File: config.mk
export PLATFORM = sky130hd
export DESIGN_NAME = flood_duplicate_filter_unit
export DESIGN_NICKNAME = d
export VERILOG_FILES = /design/src/rtl/core/fdf_pkg.sv /design/src/rtl/core/fdf_store.sv /design/src/rtl/core/flood_duplicate_filter_unit.sv
export SDC_FILE = /design/constraint.sdc
export NUM_CORES = 1
export LEC_CHECK = 0
export BUFFER_PORTS_ARGS = -buffer_cell sky130_fd_sc_hd__buf_2
export CORE_AREA = 2 2 372 282
export CTS_CLUSTER_DIAMETER = 30
export DETAILED_ROUTE_END_ITERATION = 6
export DIE_AREA = 0 0 374 284
export PLACE_DENSITY_LB_ADDON = 0.15
export SLEW_MARGIN = 30
export SYNTH_ARGS = -nofsm -noshare
export SYNTH_HDL_FRONTEND = slang
export SYNTH_SLANG_ARGS = --single-unit
File: constraint.sdc
create_clock -name clk -period 6.5 [get_ports clk]
set_clock_uncertainty 0.15 [all_clocks]
set_input_delay 0.325 -clock clk [delete_from_list [all_inputs] [get_ports clk]]
set_output_delay 0.325 -clock clk [all_outputs]
set_load 0.01 [all_outputs]
File: src/rtl/core/fdf_pkg.sv
// ----------------------------------------------------------------------------
// fdf_pkg
// Shared constants and types for the flood duplicate filter.
// ----------------------------------------------------------------------------
package fdf_pkg;

    localparam int TABLE_DEPTH = 50;
    localparam int IDX_W       = $clog2(TABLE_DEPTH);
    localparam int KEY_W       = 16;
    localparam int HOP_W       = 8;
    localparam int CMD_W       = 2;
    localparam int STATUS_W    = 2;

    localparam logic [CMD_W-1:0] CMD_QUERY = 2'd0;
    localparam logic [CMD_W-1:0] CMD_ADD   = 2'd1;
    localparam logic [CMD_W-1:0] CMD_AGE   = 2'd2;

    localparam logic [STATUS_W-1:0] STATUS_NEW     = 2'd0;
    localparam logic [STATUS_W-1:0] STATUS_SEEN    = 2'd1;
    localparam logic [STATUS_W-1:0] STATUS_FORWARD = 2'd2;

    typedef struct packed {
        logic             wr_en;
        logic             clr_en;
        logic [IDX_W-1:0] addr;
        logic [KEY_W-1:0] key;
        logic [HOP_W-1:0] hop;
    } tbl_wr_t;

    function automatic logic [IDX_W-1:0] next_slot(input logic [IDX_W-1:0] slot);
        logic [IDX_W-1:0] res;
        if (slot == IDX_W'(TABLE_DEPTH - 1))
        begin
            res = '0;
        end
        else
        begin
            res = slot + 1'b1;
        end
        return res;
    endfunction

endpackage

File: src/rtl/core/fdf_store.sv
// ----------------------------------------------------------------------------
// fdf_store
// Entry table: key/hop memory with registered read and per-entry valid bits.
// Entries that are not valid read as key 0, hop 0.
// ----------------------------------------------------------------------------
module fdf_store (
    input  logic                      clk,
    input  logic                      rst_n,
    input  logic                      rd_en,
    input  logic [fdf_pkg::IDX_W-1:0] rd_addr,
    output logic [fdf_pkg::KEY_W-1:0] rd_key,
    output logic [fdf_pkg::HOP_W-1:0] rd_hop,
    input  fdf_pkg::tbl_wr_t          wr
);
    import fdf_pkg::*;

    logic [KEY_W+HOP_W-1:0] mem [TABLE_DEPTH];
    logic [KEY_W+HOP_W-1:0] rd_data_reg;
    logic [TABLE_DEPTH-1:0] valid_reg;
    logic                   rd_valid_reg;

    always_ff @(posedge clk)
    begin
        if (wr.wr_en)
        begin
            mem[wr.addr] <= {wr.key, wr.hop};
        end
        if (rd_en)
        begin
            rd_data_reg <= mem[rd_addr];
        end
    end

    always_ff @(posedge clk or negedge rst_n)
    begin
        if (!rst_n)
        begin
            valid_reg    <= '0;
            rd_valid_reg <= 1'b0;
        end
        else
        begin
            if (wr.wr_en)
            begin
                valid_reg[wr.addr] <= 1'b1;
            end
            else if (wr.clr_en)
            begin
                valid_reg[wr.addr] <= 1'b0;
            end
            if (rd_en)
            begin
                rd_valid_reg <= valid_reg[rd_addr];
            end
        end
    end

    assign rd_key = rd_valid_reg ? rd_data_reg[KEY_W+HOP_W-1:HOP_W] : '0;
    assign rd_hop = rd_valid_reg ? rd_data_reg[HOP_W-1:0] : '0;

endmodule

File: src/rtl/core/flood_duplicate_filter_unit.sv
// ----------------------------------------------------------------------------
// flood_duplicate_filter_unit
// Duplicate packet cache: query, add/update and age commands over a table.
// ----------------------------------------------------------------------------
// A word is taken when start is high and busy is low. Query and add scan the
// table one entry per cycle through the single memory read port, stopping at
// the first match or after the last entry, with busy high during the scan.
// Age and the unused command do not scan; done follows in the cycle after the
// accept. The result is shown with done for one cycle only; the receiver
// cannot stall it. A new word may be started in the same cycle that done is
// high.
module flood_duplicate_filter_unit (
    input  logic                         clk,
    input  logic                         rst_n,
    input  logic                         start,
    output logic                         busy,
    input  logic [fdf_pkg::CMD_W-1:0]    command,
    input  logic [fdf_pkg::KEY_W-1:0]    packet_key,
    input  logic [fdf_pkg::HOP_W-1:0]    hop_count,
    output logic                         done,
    output logic [fdf_pkg::STATUS_W-1:0] seen_status
);
    import fdf_pkg::*;

    typedef enum logic {
        ST_IDLE,
        ST_SCAN
    } state_t;

    state_t              state_reg, state_next;
    logic [CMD_W-1:0]    cmd_reg, cmd_next;
    logic [KEY_W-1:0]    key_reg, key_next;
    logic [HOP_W-1:0]    hop_reg, hop_next;
    logic [IDX_W:0]      addr_reg, addr_next;
    logic                pend_reg, pend_next;
    logic [IDX_W-1:0]    pidx_reg, pidx_next;
    logic [IDX_W-1:0]    cursor_reg, cursor_next;
    logic                done_reg, done_next;
    logic [STATUS_W-1:0] status_reg, status_next;

    logic             accept;
    logic             match;
    logic             last;
    logic             finish;
    logic             lower;
    logic             rd_en;
    logic [KEY_W-1:0] rd_key;
    logic [HOP_W-1:0] rd_hop;
    tbl_wr_t          wr;

    fdf_store u_store (
        .clk     (clk),
        .rst_n   (rst_n),
        .rd_en   (rd_en),
        .rd_addr (addr_reg[IDX_W-1:0]),
        .rd_key  (rd_key),
        .rd_hop  (rd_hop),
        .wr      (wr)
    );

    always_comb
    begin
        accept = start && (state_reg == ST_IDLE);
        match  = pend_reg && (rd_key == key_reg);
        last   = pend_reg && (pidx_reg == IDX_W'(TABLE_DEPTH - 1));
        finish = (state_reg == ST_SCAN) && (match || last);
        lower  = rd_hop < hop_reg;
        rd_en  = (state_reg == ST_SCAN) && !finish
                 && (addr_reg != (IDX_W + 1)'(TABLE_DEPTH));

        state_next  = state_reg;
        cmd_next    = cmd_reg;
        key_next    = key_reg;
        hop_next    = hop_reg;
        addr_next   = addr_reg;
        pend_next   = pend_reg;
        pidx_next   = pidx_reg;
        cursor_next = cursor_reg;
        done_next   = 1'b0;
        status_next = status_reg;

        wr        = '0;
        wr.addr   = cursor_reg;
        wr.key    = key_reg;
        wr.hop    = hop_reg;

        case (state_reg)
            ST_IDLE:
            begin
                if (accept)
                begin
                    cmd_next = command;
                    key_next = packet_key;
                    hop_next = hop_count;
                    if (command == CMD_QUERY || command == CMD_ADD)
                    begin
                        state_next = ST_SCAN;
                        addr_next  = '0;
                        pend_next  = 1'b0;
                    end
                    else
                    begin
                        done_next   = 1'b1;
                        status_next = STATUS_NEW;
                        if (command == CMD_AGE)
                        begin
                            wr.clr_en   = 1'b1;
                            cursor_next = next_slot(cursor_reg);
                        end
                    end
                end
            end
            ST_SCAN:
            begin
                if (finish)
                begin
                    state_next = ST_IDLE;
                    pend_next  = 1'b0;
                    done_next  = 1'b1;
                    if (match)
                    begin
                        status_next = lower ? STATUS_FORWARD : STATUS_SEEN;
                    end
                    else
                    begin
                        status_next = STATUS_NEW;
                    end
                    if (cmd_reg == CMD_ADD)
                    begin
                        if (match)
                        begin
                            wr.wr_en = lower;
                            wr.addr  = pidx_reg;
                        end
                        else
                        begin
                            wr.wr_en    = 1'b1;
                            cursor_next = next_slot(cursor_reg);
                        end
                    end
                end
                else
                begin
                    pend_next = rd_en;
                    pidx_next = addr_reg[IDX_W-1:0];
                    if (rd_en)
                    begin
                        addr_next = addr_reg + 1'b1;
                    end
                end
            end
            default:
            begin
                state_next = ST_IDLE;
            end
        endcase
    end

    always_ff @(posedge clk or negedge rst_n)
    begin
        if (!rst_n)
        begin
            state_reg  <= ST_IDLE;
            addr_reg   <= '0;
            pend_reg   <= 1'b0;
            pidx_reg   <= '0;
            cursor_reg <= '0;
            done_reg   <= 1'b0;
            status_reg <= STATUS_NEW;
        end
        else
        begin
            state_reg  <= state_next;
            addr_reg   <= addr_next;
            pend_reg   <= pend_next;
            pidx_reg   <= pidx_next;
            cursor_reg <= cursor_next;
            done_reg   <= done_next;
            status_reg <= status_next;
        end
    end

    always_ff @(posedge clk)
    begin
        cmd_reg <= cmd_next;
        key_reg <= key_next;
        hop_reg <= hop_next;
    end

    assign busy        = (state_reg != ST_IDLE);
    assign done        = done_reg;
    assign seen_status = status_reg;

    a_done_not_busy: assert property (@(posedge clk) disable iff (!rst_n)
        done |-> !busy)
        else $error("done while busy");

    a_cursor_range: assert property (@(posedge clk) disable iff (!rst_n)
        cursor_reg <= IDX_W'(TABLE_DEPTH - 1))
        else $error("cursor out of range");

    a_age_result: assert property (@(posedge clk) disable iff (!rst_n)
        (start && !busy && command == CMD_AGE) |=> (done && seen_status == STATUS_NEW))
        else $error("age result missing");

    a_scan_busy: assert property (@(posedge clk) disable iff (!rst_n)
        (start && !busy && (command == CMD_QUERY || command == CMD_ADD)) |=> (busy && !done))
        else $error("scan not started");

    a_cursor_moves: assert property (@(posedge clk) disable iff (!rst_n)
        (cursor_reg != $past(cursor_reg)) |-> ($past(wr.clr_en) || $past(wr.wr_en)))
        else $error("cursor moved without a table write");

endmodule

==> impl_metrics.py <==
metrics = {
    "timing": {
        "fin_crit_ns": 5.05,
        "final_hold_viol_count": 10,
        "worst_slack_ns": 1.45,
        "drv_slew": 0,
        "hold_ws_ns": -0.00397,
        "finalSetupTns_ns": 0,
        "max_freq_mhz": 198,
        "worstMarginPinSlew_ns": 0.987,
        "post-route-period-util_pct": 77.7,
        "setup_viol": 0,
        "slew_headroom_pct": 34.1,
        "rsz0062_at_grt": "false",
    },
    "setup_path": {
        "startpoint": "key_reg[14]$_DFFE_PP_",
        "critPathCapture": "u_store.mem[29][8]$_DFFE_PP_",
        "worst_setup_path_end_kind": "register",
        "crit_path_start_kind": "register",
        "crit_required_ns": 6.76,
        "critPathMaxFanout": 45,
        "rrSetupSlack_ns": 1.45,
        "cp.arrival_ns": 5.31,
        "reg2reg_to": "u_store.mem[29][8]$_DFFE_PP_",
        "reg2reg_depth": 7,
        "rr_startpoint": "key_reg[14]$_DFFE_PP_",
        "crit_type": "reg -> reg",
    },
    "clock_network": {
        "cts_tree": "built",
        "path_clk_slew_ns": 0.05,
        "clockBufferDepth": 3,
        "cts_buffers": 200,
        "htreeDepth": 4,
        "insertion_delay_ns": 0.79,
        "cts_root_buf": "clkbuf_16",
        "post_cts_resized": 0,
        "cts_sinks": 1325,
    },
    "die": {
        "initial_core_util_pct": 50.7,
        "chipWidth_um": 374,
        "die_h_um": 284,
        "io_pins": 33,
        "core_um2": 102000,
        "rows": 102,
        "die_area_um2": 106000,
    },
    "cells_and_area": {
        "area_delta_synth_final_pct": 18.5,
        "multi_input_area_um2": 12200,
        "layout.nets": 2567,
        "nFillCells": 7070,
        "final_util_pct": 60.1,
        "drive_gt1_share_pct": 35.5,
        "largest_reg_flops": 1200,
        "regArea_um2": 39400,
        "instances_no_fill": 4051,
    },
    "global_route": {
        "grt_pass1_wl_mm": 188,
        "grt_pass1_vias": 25200,
        "grt_max_degree": 117,
        "grtUsageTotal_pct": 25.2,
        "antenna_found_initial": 24,
        "grt-ovfl-total": 0,
    },
    "routing": {
        "wirelength_mm": 132,
        "drt_first_pass_iters": 5,
        "drtIter0Drc": 3830,
        "wl_per_cell_um": 32.6,
        "vias_per_cell": 6.37,
        "ant_nets": 0,
        "drc": 0,
        "vias": 25800,
    },
    "synth": {
        "synth_top_area_share_pct": 72.2,
        "syn-cell-area_um2": 52000,
        "ys.flop_type": "edfxtp_1",
        "ys_types": 62,
        "ys_seq_elements": 1325,
        "synth.most_common_cell": "edfxtp_1",
        "syn_nets": 2363,
        "yosys-top-cells-count": "edfxtp_1 (1250), mux4_2 (398), o21ai_0 (83), clkbuf_1 (82), dfrtp_1 (75)",
        "synth_largest_area_cell": "edfxtp_1",
        "yosysSeqAreaShare_pct": 75.8,
        "yosysWarnings": 0,
        "ys_async_sr_fraction_pct": 5.66,
        "synth_edf_count": 1250,
        "syn_inst": 2323,
        "synthTopCellsByArea": "edfxtp_1 (72%), mux4_2 (17%), dfrtp_1 (3.6%), o21ai_0 (0.80%), mux2_2 (0.74%)",
        "avgSynthCellArea_um2": 22.4,
    },
    "hold_path": {
        "hold_class": "in -> async",
    },
    "place": {
        "gp_congestion": 0.841,
        "port_buffers": 32,
        "post-place-cells": 3643,
        "hpwl_mm": 76.8,
        "post-place-ws_ns": 1.17,
    },
    "power_and_ir_drop": {
        "switching_power_mw": 7.97,
        "combPwrFrac_pct": 23.8,
        "pwr-share-clk_pct": 39.6,
        "p_seq_share_pct": 36.5,
        "p_sw_share_pct": 28.7,
        "p_leak_nw": 19.5,
        "max-vdd-ir-drop_mv": 0.266,
        "internal_power_mw": 19.8,
        "powerDensity_nw_per_um2": 450,
    },
    "outcome": {
        "status": "finished with violations",
        "violations": "hold timing",
    },
    "flow_run": {
        "max_cap_violations": 0,
    },
}
power groups by stage:
stage / Combinational [mW] / Clock (mW) / Sequential (mW)
floorplan: 4.37 / 0 / 10.1
global placement: 6.54 / 0 / 10.3
detailed placement: 6.58 / 0 / 10.3
CTS: 6.62 / 11.1 / 10.2
global route: 6.91 / 11.5 / 10.2
finish: 6.61 / 11.0 / 10.1
critical path, stage by stage (launching register included):
cell	delay, ns
edfxtp_1	0.74
buf_4	0.46
o22ai_1	0.19
a2111oi_4	0.61
nand4_4	0.61
mux2i_1	0.41
nand3_2	0.56
nor2_4	0.89
cells by family after synthesis:
| family | count (synthesis) | synth area share, % |
|---|---|---|
| AOI/OAI and AO/OA | 159 | 1.93 |
| xor gates and xnor gates | 5 | 0.0842 |
| DFF | 1325 | 75.8 |
| buffers and inverters | 162 | 1.31 |
| adders and majority gates | 11 | 0.265 |
| and+or+nand+nor | 213 | 2.26 |
| muxes | 448 | 18.3 |
stage by stage:
stage | power [mW] | area, µm²
after global routing | 28.6 | 61600
after global placement | 16.9 | 54200
after CTS | 27.9 | 61500
after detailed placement | 16.9 | 54200
final | 27.7 | 61600
after floorplan | 14.5 | 52000
placed cells by master (no fill, tap or decap), drive strengths merged, types with 5 or more instances in the layout:
cell and instances:
dlygate4sd3 28, clkinvlp 27, clkbuf 227, nand2 31
mux2 39, o2bb2ai 18, nor4 6, o22ai 7
buf 112, nand3 15, inv 42, or3 6
mux2i 11, nor2 43, nand2b 6, clkinv 70
dfrtp 75, mux4 398, nand3b 12, nor3b 19
ha 11, and2 7, o21ai 89, nor3 51
edfxtp 1250, o31ai 11, bufinv 31, o211ai 5
a21oi 9
per-layer routing:
metal | vias to the layer above | global-route usage (%) | routed length, µm
met5 | - | 0 | 34
met4 | 4 | 6.65 | 2530
met3 | 162 | 6.19 | 13300
met2 | 1335 | 36.6 | 60100
met1 | 13900 | 38.7 | 56200
li1 | 10400 | - | -
worst min path at each step:
stage,from,end
after floorplan,rst_n,asynchronous set/reset pin
final,rst_n,asynchronous set/reset pin
after global placement,register,register
after CTS,hop_count[7],hop_reg[7]$_DFFE_PP_
after detailed placement,register,register
after global routing,rst_n,asynchronous set/reset pin
final cells by class:
| type | instances | area share (%) |
|---|---|---|
| inverter | 24 | 0.154 |
| tap | 1352 | 2.74 |
| antenna | 1 | 0.00406 |
| multi-input combinational | 836 | 19.9 |
| clock inverter | 146 | 2.83 |
| clock buffer | 227 | 8.49 |
| timing repair buffer | 140 | 1.95 |
| sequential | 1325 | 64.0 |
what timing repair did:
item | 4_1_cts | 5_1_grt
hold buffers | 28 | 0
setup buffers | 0 | 0
hold endpoints to repair | 111 | 0
Power figures use the tool's default switching activity.
